**src/hw/rtl/lpm_pkg.sv**
```systemverilog
// shared types and constants for the ipv4 longest prefix match engine
package lpm_pkg;

    localparam int ROUTE_ENTRIES = 1024;
    localparam int ADDR_W        = $clog2(ROUTE_ENTRIES);
    localparam int CELL_W        = 5;
    localparam int NUM_CELLS     = 1 << CELL_W;
    localparam int ROW_W         = ADDR_W - CELL_W;
    localparam int ROWS          = ROUTE_ENTRIES / NUM_CELLS;

    localparam int IDX_W   = 10;
    localparam int COUNT_W = 11;
    localparam int IP_W    = 32;
    localparam int PORT_W  = 4;

    localparam int IN_DATA_W  = 144;
    localparam int OUT_DATA_W = 40;

    localparam logic REQ_WRITE  = 1'b0;
    localparam logic REQ_LOOKUP = 1'b1;

    typedef enum logic [1:0] {
        ST_IDLE,
        ST_SWEEP,
        ST_DRAIN,
        ST_REPLY
    } lpm_state_t;

    typedef struct packed {
        logic [IP_W-1:0]   prefix;
        logic [IP_W-1:0]   mask;
        logic [IP_W-1:0]   hop;
        logic [PORT_W-1:0] port;
    } lpm_entry_t;

    typedef struct packed {
        logic              en;
        logic [ROW_W-1:0]  row;
        logic [CELL_W-1:0] col;
        lpm_entry_t        entry;
    } lpm_wr_t;

    // running best for one row, carried from cell to cell
    typedef struct packed {
        logic              valid;
        logic              last;
        logic [ROW_W-1:0]  row;
        logic              found;
        logic [IP_W-1:0]   mask;
        logic [IP_W-1:0]   hop;
        logic [PORT_W-1:0] port;
    } lpm_tok_t;

    typedef struct packed {
        logic              found;
        logic [IP_W-1:0]   hop;
        logic [PORT_W-1:0] port;
    } lpm_res_t;

endpackage

```
**src/hw/rtl/lpm_fold.sv**
```systemverilog
// folds the row results leaving the chain into one best route
module lpm_fold (
    input  logic              clk,
    input  logic              rst_n,
    input  logic              clear,
    input  lpm_pkg::lpm_tok_t tok_in,
    output lpm_pkg::lpm_res_t result,
    output logic              done
);

    logic                         acc_found_reg;
    logic [lpm_pkg::IP_W-1:0]     acc_mask_reg;
    logic [lpm_pkg::IP_W-1:0]     acc_hop_reg;
    logic [lpm_pkg::PORT_W-1:0]   acc_port_reg;
    logic                         done_reg;
    logic                         take;

    // rows arrive in ascending order, so a strict compare keeps the lowest index
    assign take = tok_in.valid && tok_in.found
                  && (!acc_found_reg || (tok_in.mask > acc_mask_reg));

    always_ff @(posedge clk or negedge rst_n)
    begin
        if (!rst_n)
        begin
            acc_found_reg <= 1'b0;
            done_reg      <= 1'b0;
        end
        else
        begin
            done_reg <= tok_in.valid && tok_in.last;
            if (clear)
            begin
                acc_found_reg <= 1'b0;
            end
            else if (take)
            begin
                acc_found_reg <= 1'b1;
            end
        end
    end

    always_ff @(posedge clk)
    begin
        if (take)
        begin
            acc_mask_reg <= tok_in.mask;
            acc_hop_reg  <= tok_in.hop;
            acc_port_reg <= tok_in.port;
        end
    end

    assign result.found = acc_found_reg;
    assign result.hop   = acc_found_reg ? acc_hop_reg : '0;
    assign result.port  = acc_found_reg ? acc_port_reg : '0;
    assign done         = done_reg;

endmodule

```
**config.mk**
```make
export PLATFORM = sky130hd
export DESIGN_NAME = lpm_fold
export DESIGN_NICKNAME = d
export VERILOG_FILES = /design/src/hw/rtl/lpm_pkg.sv /design/src/hw/rtl/lpm_fold.sv
export SDC_FILE = /design/constraint.sdc
export NUM_CORES = 1
export LEC_CHECK = 0
export ABC_AREA = 1
export BUFFER_PORTS_ARGS = -buffer_cell sky130_fd_sc_hd__buf_4
export CAP_MARGIN = 25
export CELL_PAD_IN_SITES_DETAIL_PLACEMENT = 0
export CELL_PAD_IN_SITES_GLOBAL_PLACEMENT = 2
export CORE_MARGIN = 4
export CORE_UTILIZATION = 33
export DETAILED_ROUTE_END_ITERATION = 10
export PLACE_DENSITY_LB_ADDON = 0.1
export SLEW_MARGIN = 20
export SYNTH_ARGS = -nofsm -noshare
export SYNTH_HDL_FRONTEND = slang
export SYNTH_SLANG_ARGS = --single-unit
```
**constraint.sdc**
```tcl
create_clock -name clk -period 5.52 [get_ports clk]
set_clock_uncertainty 0.2 [all_clocks]
set_input_delay 0.276 -clock clk [delete_from_list [all_inputs] [get_ports clk]]
set_output_delay 0.276 -clock clk [all_outputs]
set_load 0.1 [all_outputs]
```
==> results.json <==
{
  "status": "completed",
  "final_common_cell": "buf_4",
  "crit_arrival_ns": 2.74,
  "cts_resized": 0,
  "avgSynthCellArea_um2": 11.2,
  "num_rows": 36,
  "tritoncts": "yes",
  "antenna_found_initial": 0,
  "synth.distinct_cells": 23,
  "dpl_cell_area_um2": 4320,
  "instances_no_fill": 627,
  "cts-root-buf": "clkbuf_8",
  "synth.top_cells.by_area": "edfxtp_1, ha_1, inv_1",
  "fin_util_pct": 54.0,
  "synth_top_area_cell": "edfxtp_1",
  "vias": 2484,
  "multi_input_area_um2": 908,
  "via_per_inst": 3.96,
  "critical_path.cell_chain": "dlygate4sd3_1, buf_4, ha_1, nand2_1, nor2_2, nand2_1, nand2_1, nand2_1, nand2_1, nand2_1, nand2_1, nand2_1, a21oi_4, buf_4",
  "syn-cell-area_um2": 3310,
  "path_delay_family": "buffers and inverters",
  "cts_sinks": 70,
  "yosysTopAreaCellShare_pct": 61.7,
  "final.period_utilization_pct": 53.0,
  "cts-buffers-inserted": 9,
  "fillers": 865,
  "setup.worst_path.start_class": "primary input",
  "initial_core_util_pct": 33.9,
  "fp.dieW_um": 108,
  "cts_buffer_depth": 2,
  "p_leak_nw": 2.65,
  "ant_nets": 0,
  "yosysWarningCount": 0,
  "drv_cap": 0,
  "worstPathMaxFanout": 21,
  "slew_headroom_pct": 64.9,
  "setup_viol": 0,
  "grt-ovfl-total": 0,
  "stdcell_area_um2": 5270,
  "hold_viol_final": 0,
  "syn_nets": 408,
  "grt_max_degree": 39,
  "clock.fmax_mhz": 342,
  "pre_cts_ws_ns": 2.32,
  "place_congestion": 0.666,
  "hp-class": "primary input to asynchronous set/reset pin",
  "worst_path_max_delay_cell": "dlygate4sd3_1",
  "grt_pass1_wl_um": 11200,
  "clk_pin_slew_ns": 0.08,
  "synth_seq_area_share_pct": 63.2,
  "rsz0062_at_grt": "false",
  "crit_required_ns": 5.33,
  "worst_slack_ns": 2.59,
  "fin_crit_ns": 2.93,
  "syn2layout_area_growth_pct": 59.2,
  "tightest_slew_ns": 0.526,
  "setup-tns-final_ns": 0,
  "ios": 117,
  "port_buffers": 111,
  "power_mw": 1.34,
  "fp.coreArea_um2": 9770,
  "synth_seq_cells": 70,
  "seqCellArea_um2": 2090,
  "worst-setup-path-type": "primary input to flip-flop",
  "end_kind": "flip-flop",
  "crit_path_max_incr_delay_ns": 0.54,
  "powerDensity_nw_per_um2": 254,
  "synthCells": 297,
  "die_h_um": 108,
  "insertedDiodeCount": 0,
  "die_area_um2": 11700,
  "drt_pass1_iterations": 4,
  "finalMaxSlewViolations": 0,
  "drt_iter0_markers": 153,
  "wl_per_cell_um": 11.3,
  "wl_um": 7060,
  "crit_top_cell": "nand2_1",
  "grt_pass1_vias": 2376,
  "mostFrequentLayoutCells": "buf_4, inv_1, nand2_1",
  "nNetsFinal": 601,
  "dp_hpwl_um": 4890,
  "hold_ws_ns": 0.0814,
  "htree_levels": 3,
  "dp.cells": 539,
  "irDropWorstVdd_uv": 118,
  "worstSkewPairLatency_ns": 0.33,
  "cp_num_buf_inv": 3,
  "track_usage_pct": 12.3,
  "drive_above_1_share_pct": 28.5,
  "route.detailed.drc": 0
}
worst register-to-register path, delay by kind of cell (launching register included):
kind | cells | cell delay (ns)
and+or+nand+nor | 8 | 0.59
buffers and inverters | 3 | 0.48
DFF | 1 | 0.33
AOI/OAI and AO/OA | 1 | 0.47
adders and majority gates | 1 | 0.28
cell families after synthesis:
kind of cell	Yosys count	synth area share, %
adder cells (fa/ha/maj)	32	12.1
buffers and inverters	83	9.63
AO/OA/AOI/OAI	19	3.25
AND/OR/NAND/NOR	93	11.9
flip-flops	70	63.2
synth_stat cells:
master     n
inv_1     76
nand2_1   74
edfxtp_1  68
ha_1      32
a21oi_1   13
nor2_1     7
buf_2      3
nand2_2    3
nor2_2     3
a21oi_2    2
dfrtp_1    2
nand3_1    2
nor2_4     2
a21o_1     1
buf_4      1
clkbuf_1   1
clkinv_1   1
inv_2      1
nand4_1    1
nand4_2    1
o21a_1     1
o21ai_0    1
o21ai_1    1
routing by layer:
metal	up-vias	share of wire [%]	GRT usage (%)
met1	1087	46	16.1
met2	67	46	19.7
li1	1324	-	-
met3	6	6.7	2.87
met4	0	0.86	5.14
met5	-	0	0
report_power, final:
group / internal (mW) / leakage (nW) / switching (mW)
sequential: 0.612 / 0.661 / 0.00556
combinational: 0.111 / 1.88 / 0.168
clock: 0.252 / 0.107 / 0.194
total: 0.975 / 2.65 / 0.367
repair_timing:
| item | 4_1_cts | 5_1_grt |
|---|---|---|
| buffers inserted | 0 | 0 |
| hold buffers | 72 | 0 |
| hold endpoints to repair | 72 | 0 |
area by class of cell:
type / count / area share (%)
well taps: 133 / 3.16
multi-input cells: 144 / 17.2
clock inverters: 6 / 1.64
repair buffers: 187 / 30.4
clock buffers: 9 / 2.35
inverters: 78 / 5.55
flip-flops and latches: 70 / 39.7
worst paths after layout:
kind | start | end | slack, ns | depth (start not counted)
max in group asynchronous | rst_n | done | 4.95 | 2
min | rst_n | acc_found_reg | 0.08 | 2
min reg2reg | acc_found_reg | acc_hop_reg[7] | 0.54 | 1
max | tok_in[43] | acc_hop_reg[18] | 2.59 | 14
max reg2reg | acc_mask_reg[15] | acc_hop_reg[18] | 2.86 | 13
min in group clk | tok_in[68] | acc_found_reg | 0.09 | 3
Note: power is estimated with default switching activity, not from simulation.
