--- config.mk ---
export PLATFORM = sky130hd
export DESIGN_NAME = lpm_cell
export DESIGN_NICKNAME = d
export VERILOG_FILES = /design/src/hw/rtl/lpm_pkg.sv /design/src/hw/rtl/lpm_cell.sv
export SDC_FILE = /design/constraint.sdc
export NUM_CORES = 2
export LEC_CHECK = 0
export BUFFER_PORTS_ARGS = -buffer_cell sky130_fd_sc_hd__buf_2
export CAP_MARGIN = 20
export CORE_MARGIN = 2
export CORE_UTILIZATION = 35
export DETAILED_ROUTE_END_ITERATION = 8
export PLACE_DENSITY = 0.47
export SLEW_MARGIN = 20
export SYNTH_ARGS = -nofsm -noshare
export SYNTH_HDL_FRONTEND = slang
export SYNTH_SLANG_ARGS = --single-unit
--- constraint.sdc ---
create_clock -name clk -period 2.9 [get_ports clk]
set_clock_uncertainty 0.05 [all_clocks]
set_input_delay 0.725 -clock clk [delete_from_list [all_inputs] [get_ports clk]]
set_output_delay 0.725 -clock clk [all_outputs]
set_load 0.1 [all_outputs]
--- src/hw/rtl/lpm_pkg.sv ---
// shared types and constants for the ipv4 longest prefix match engine
package lpm_pkg;

    localparam int ROUTE_ENTRIES = 1024;
    localparam int ADDR_W        = $clog2(ROUTE_ENTRIES);
    localparam int CELL_W        = 5;
    localparam int NUM_CELLS     = 1 << CELL_W;
    localparam int ROW_W         = ADDR_W - CELL_W;
    localparam int ROWS          = ROUTE_ENTRIES / NUM_CELLS;

    localparam int IDX_W   = 10;
    localparam int COUNT_W = 11;
    localparam int IP_W    = 32;
    localparam int PORT_W  = 4;

    localparam int IN_DATA_W  = 144;
    localparam int OUT_DATA_W = 40;

    localparam logic REQ_WRITE  = 1'b0;
    localparam logic REQ_LOOKUP = 1'b1;

    typedef enum logic [1:0] {
        ST_IDLE,
        ST_SWEEP,
        ST_DRAIN,
        ST_REPLY
    } lpm_state_t;

    typedef struct packed {
        logic [IP_W-1:0]   prefix;
        logic [IP_W-1:0]   mask;
        logic [IP_W-1:0]   hop;
        logic [PORT_W-1:0] port;
    } lpm_entry_t;

    typedef struct packed {
        logic              en;
        logic [ROW_W-1:0]  row;
        logic [CELL_W-1:0] col;
        lpm_entry_t        entry;
    } lpm_wr_t;

    // running best for one row, carried from cell to cell
    typedef struct packed {
        logic              valid;
        logic              last;
        logic [ROW_W-1:0]  row;
        logic              found;
        logic [IP_W-1:0]   mask;
        logic [IP_W-1:0]   hop;
        logic [PORT_W-1:0] port;
    } lpm_tok_t;

    typedef struct packed {
        logic              found;
        logic [IP_W-1:0]   hop;
        logic [PORT_W-1:0] port;
    } lpm_res_t;

endpackage

--- src/hw/rtl/lpm_cell.sv ---
// one cell of the route chain: a slice of the table and one compare stage
module lpm_cell (
    input  logic                        clk,
    input  logic                        rst_n,
    input  logic [lpm_pkg::CELL_W-1:0]  cell_id,
    input  logic [lpm_pkg::IP_W-1:0]    lookup_addr,
    input  logic [lpm_pkg::COUNT_W-1:0] limit,
    input  lpm_pkg::lpm_wr_t            wr,
    input  lpm_pkg::lpm_tok_t           tok_in,
    output lpm_pkg::lpm_tok_t           tok_out
);

    lpm_pkg::lpm_entry_t mem [lpm_pkg::ROWS];
    lpm_pkg::lpm_entry_t rd_reg;
    lpm_pkg::lpm_tok_t   tok_a_reg;
    lpm_pkg::lpm_tok_t   tok_out_reg;
    lpm_pkg::lpm_tok_t   tok_next;
    logic [lpm_pkg::COUNT_W-1:0] entry_idx;
    logic                        hit;

    always_ff @(posedge clk)
    begin
        if (wr.en && (wr.col == cell_id))
        begin
            mem[wr.row] <= wr.entry;
        end
        rd_reg <= mem[tok_in.row];
    end

    always_ff @(posedge clk or negedge rst_n)
    begin
        if (!rst_n)
        begin
            tok_a_reg   <= '0;
            tok_out_reg <= '0;
        end
        else
        begin
            tok_a_reg   <= tok_in;
            tok_out_reg <= tok_next;
        end
    end

    // entry index is row-major: row * cells + cell
    always_comb
    begin
        entry_idx = lpm_pkg::COUNT_W'({tok_a_reg.row, cell_id});
        hit       = (entry_idx < limit) && ((lookup_addr & rd_reg.mask) == rd_reg.prefix);
        tok_next  = tok_a_reg;
        if (tok_a_reg.valid && hit && (!tok_a_reg.found || (rd_reg.mask > tok_a_reg.mask)))
        begin
            tok_next.found = 1'b1;
            tok_next.mask  = rd_reg.mask;
            tok_next.hop   = rd_reg.hop;
            tok_next.port  = rd_reg.port;
        end
    end

    assign tok_out = tok_out_reg;

endmodule

==> results.yml <==
status:
  status: "finished, violations left"
  violations: "negative setup slack"
clock_tree:
  cts_tree: "yes"
  clock-sinks: 3452
  h-tree-depth: 5
  clk_path_buf_depth: 4
  cts_buffers: 377
  clock-root-buffer: "clkbuf_16"
  clock_latency_ns: 0.98
  path_clk_slew_ns: 0.06
placement:
  place_hpwl_mm: 237
  routabilityCongestion: 0.790
  io_buffer_count: 312
synth:
  synth_edf_count: 3200
  syn_area_um2: 129000
  synth_nets: 5421
  ys_async_sr_fraction: 0.0440
  ys_types: 44
  ys.flop_type: "edfxtp_1"
  ys_warn_count: 0
  syn_inst: 5143
  synth.avg_cell_area_um2: 25.1
  ys_ff_latch: 3452
  seq_area_frac_synth: 0.788
drt:
  via_count: 60000
  drtIter0Drc: 5617
  route.detailed.drc: 0
  wl_per_cell_um: 31.4
  vias_per_cell: 5.20
  dr.pass1.iters: 5
  totalWireLength_mm: 362
  drtAntennaViolNets: 0
critical_path:
  critPathKind: "reg -> reg"
  path_max_fanout: 6
  reg2reg_slack_ns: -0.23
  cp-start-kind: "flip-flop"
  rr_endpoint: "tok_out[23]$_DFF_PN0_"
  r2r_start: "tok_a_reg[60]$_DFF_PN0_"
  crit_buf_inv: 5
  worstPathRequired_ns: 3.63
  crit_path_end_kind: "flip-flop"
  cp_top_family: "buffers and inverters"
  worst_r2r_path_depth: 12
  crit_slowest_cell: "dfrtp_1"
  path_common_cell: "buf_16"
  path_cells: "inv_1 -> ha_1 -> nand3_1 -> nor4_4 -> buf_4 -> and3b_2 -> o31a_1 -> o2111ai_4 -> buf_12 -> buf_16 -> buf_16 -> mux2_4"
  cp_slowest_stage_delay_ns: 0.37
  critPathArrivalTime_ns: 3.87
global_routing:
  grt_pass1_vias: 63500
  grt_first_pass_wirelength_mm: 506
  antenna_found_initial: 61
  grt_util_all_layers: 0.193
  overflow: 0
  grt_max_degree: 71
sta:
  tightest_slew_ns: 0.818
  fmax_mhz: 319
  setup_tns_ns: -8.30
  hold_viol_final: 0
  setup_viol: 60
  slew-limit-headroom: 0.454
  period_share: 1.08
  min_period_ns: 3.13
  final-max-slew-violation-count: 0
  worst_slack_ns: -0.233
  rsz0062_at_grt: "true"
  whs_ns: 0.0497
floorplan:
  fp-row-count: 223
  die_area_um2: 374000
  io_pins: 313
  die-height_um: 612
  core_um2: 368000
  initial_core_util: 0.351
  die_width_um: 612
finish:
  mostFrequentLayoutCell: "edfxtp_1"
  fill_cells: 31300
  final_core_util: 0.433
  syn_to_final_growth_pct: 23.4
  layout.nets: 6651
  largest_reg_flops: 3200
  drive_gt1_frac: 0.422
  final_cell_mix: "edfxtp_1 (3200), mux4_2 (1000), clkbuf_16 (386), buf_12 (365), buf_4 (343)"
worst_hold_path:
  whs_endpoint: "tok_a_reg[3]$_DFF_PN0_"
  hold-path-cell-count: 1
  hp-class: "in -> reg"
  hold_start: "tok_in[3]"
flow_run:
  cap_violations: 0
power_and_ir_drop:
  power_density_nw_per_um2: 684
  ir_drop_v: 0.000505
  p_leak_nw: 52.1
synthesized netlist by cell type (2+ instances only):
cell type     n  share of area
edfxtp_1   3200           0.74
mux4_2     1000           0.17
mux2_2      167          0.015
dfrtp_1     152          0.029
clkbuf_1    105         0.0030
dfxtp_1     100          0.015
buf_2        48         0.0019
nand2_1      44         0.0013
buf_1        43         0.0012
inv_1        43         0.0012
ha_1         41         0.0040
nor2_1       38         0.0011
xor2_1       36         0.0024
buf_4        34         0.0020
buf_6        14         0.0012
a21oi_1      13        0.00050
nand4_1      13        0.00063
nand3_1       7        0.00027
o21ai_0       7        0.00027
nor2b_1       5        0.00024
a21o_1        4        0.00023
nand2b_1      3        0.00015
nor4_1        3        0.00015
a221oi_1      2        0.00014
o2111ai_1     2        0.00014
per-stage QoR:
| stage | total power (W) | setup slack [ns] | instance area, um^2 | cells |
|---|---|---|---|---|
| global placement | 0.0618 | -0.560 | 146000 | 10700 |
| global route | 0.113 | -0.271 | 160000 | 11500 |
| CTS | 0.111 | -0.234 | 160000 | 11500 |
| finish | 0.109 | -0.233 | 160000 | 11500 |
| floorplan | 0.0589 | -0.793 | 130000 | 5143 |
| detailed placement | 0.0618 | -0.565 | 146000 | 10700 |
cell families (layout without fill, tap and decap cells):
| family | Yosys count | in the layout | share of synthesized area |
|---|---|---|---|
| compound gates | 37 | 37 | 0.00193 |
| xor+xnor | 37 | 37 | 0.00251 |
| mux | 1168 | 1168 | 0.189 |
| buf+inv | 287 | 1838 | 0.0106 |
| other cells | 0 | 12 | 0 |
| flops | 3452 | 3452 | 0.788 |
| simple gates | 121 | 121 | 0.00432 |
| fa+ha+maj | 41 | 41 | 0.00397 |
repair_timing:
| action | 4_1_cts | 5_1_grt |
|---|---|---|
| hold buffers | 71 | 0 |
| endpoints found under the setup margin | 62 | 66 |
| gates cloned | 3 | 0 |
| pin swaps | 10 | 9 |
| buffers inserted | 8 | 2 |
| resized for setup | 48 | 14 |
| endpoints found under the hold margin | 134 | 0 |
layer usage:
metal	GRT usage	part of all wire	wire (um)
met4	0.0495	0.026	9250
met5	0	0.00033	119
met1	0.263	0.42	154000
met2	0.326	0.50	182000
met3	0.0258	0.047	17200
final cells by class:
class                      count  area [um^2]  area share
multi-input combinational   1404        26600       0.166
clock inverter               215         2290      0.0144
antenna                       12         30.0    0.000188
timing repair buffer        1095        12300      0.0774
sequential                  3452       102000       0.638
inverter                      43          161     0.00101
tap                         4837         6050      0.0379
clock buffer                 485        10300      0.0643
worst max-delay path by stage:
stage	slack, ns	start	cells after the start	endpoint
after floorplan	-0.79	wr[103]	6	mem[20][0]$_DFFE_PP_
after CTS	-0.23	tok_a_reg[46]$_DFF_PN0_	12	tok_out[23]$_DFF_PN0_
after detailed placement	-0.56	cell_id[4]	10	tok_out[7]$_DFF_PN0_
after global placement	-0.56	limit[4]	11	tok_out[2]$_DFF_PN0_
final	-0.23	tok_a_reg[60]$_DFF_PN0_	12	tok_out[23]$_DFF_PN0_
after global routing	-0.27	tok_a_reg[46]$_DFF_PN0_	12	tok_out[11]$_DFF_PN0_
power breakdown:
group	switching, W	internal, W	leakage (nW)	total (W)
logic	0.00328	0.00243	14.5	0.00571
clock network	0.0199	0.0285	6.14	0.0485
registers	0.000347	0.0547	31.4	0.0551
(Power assumes the default switching activity.)
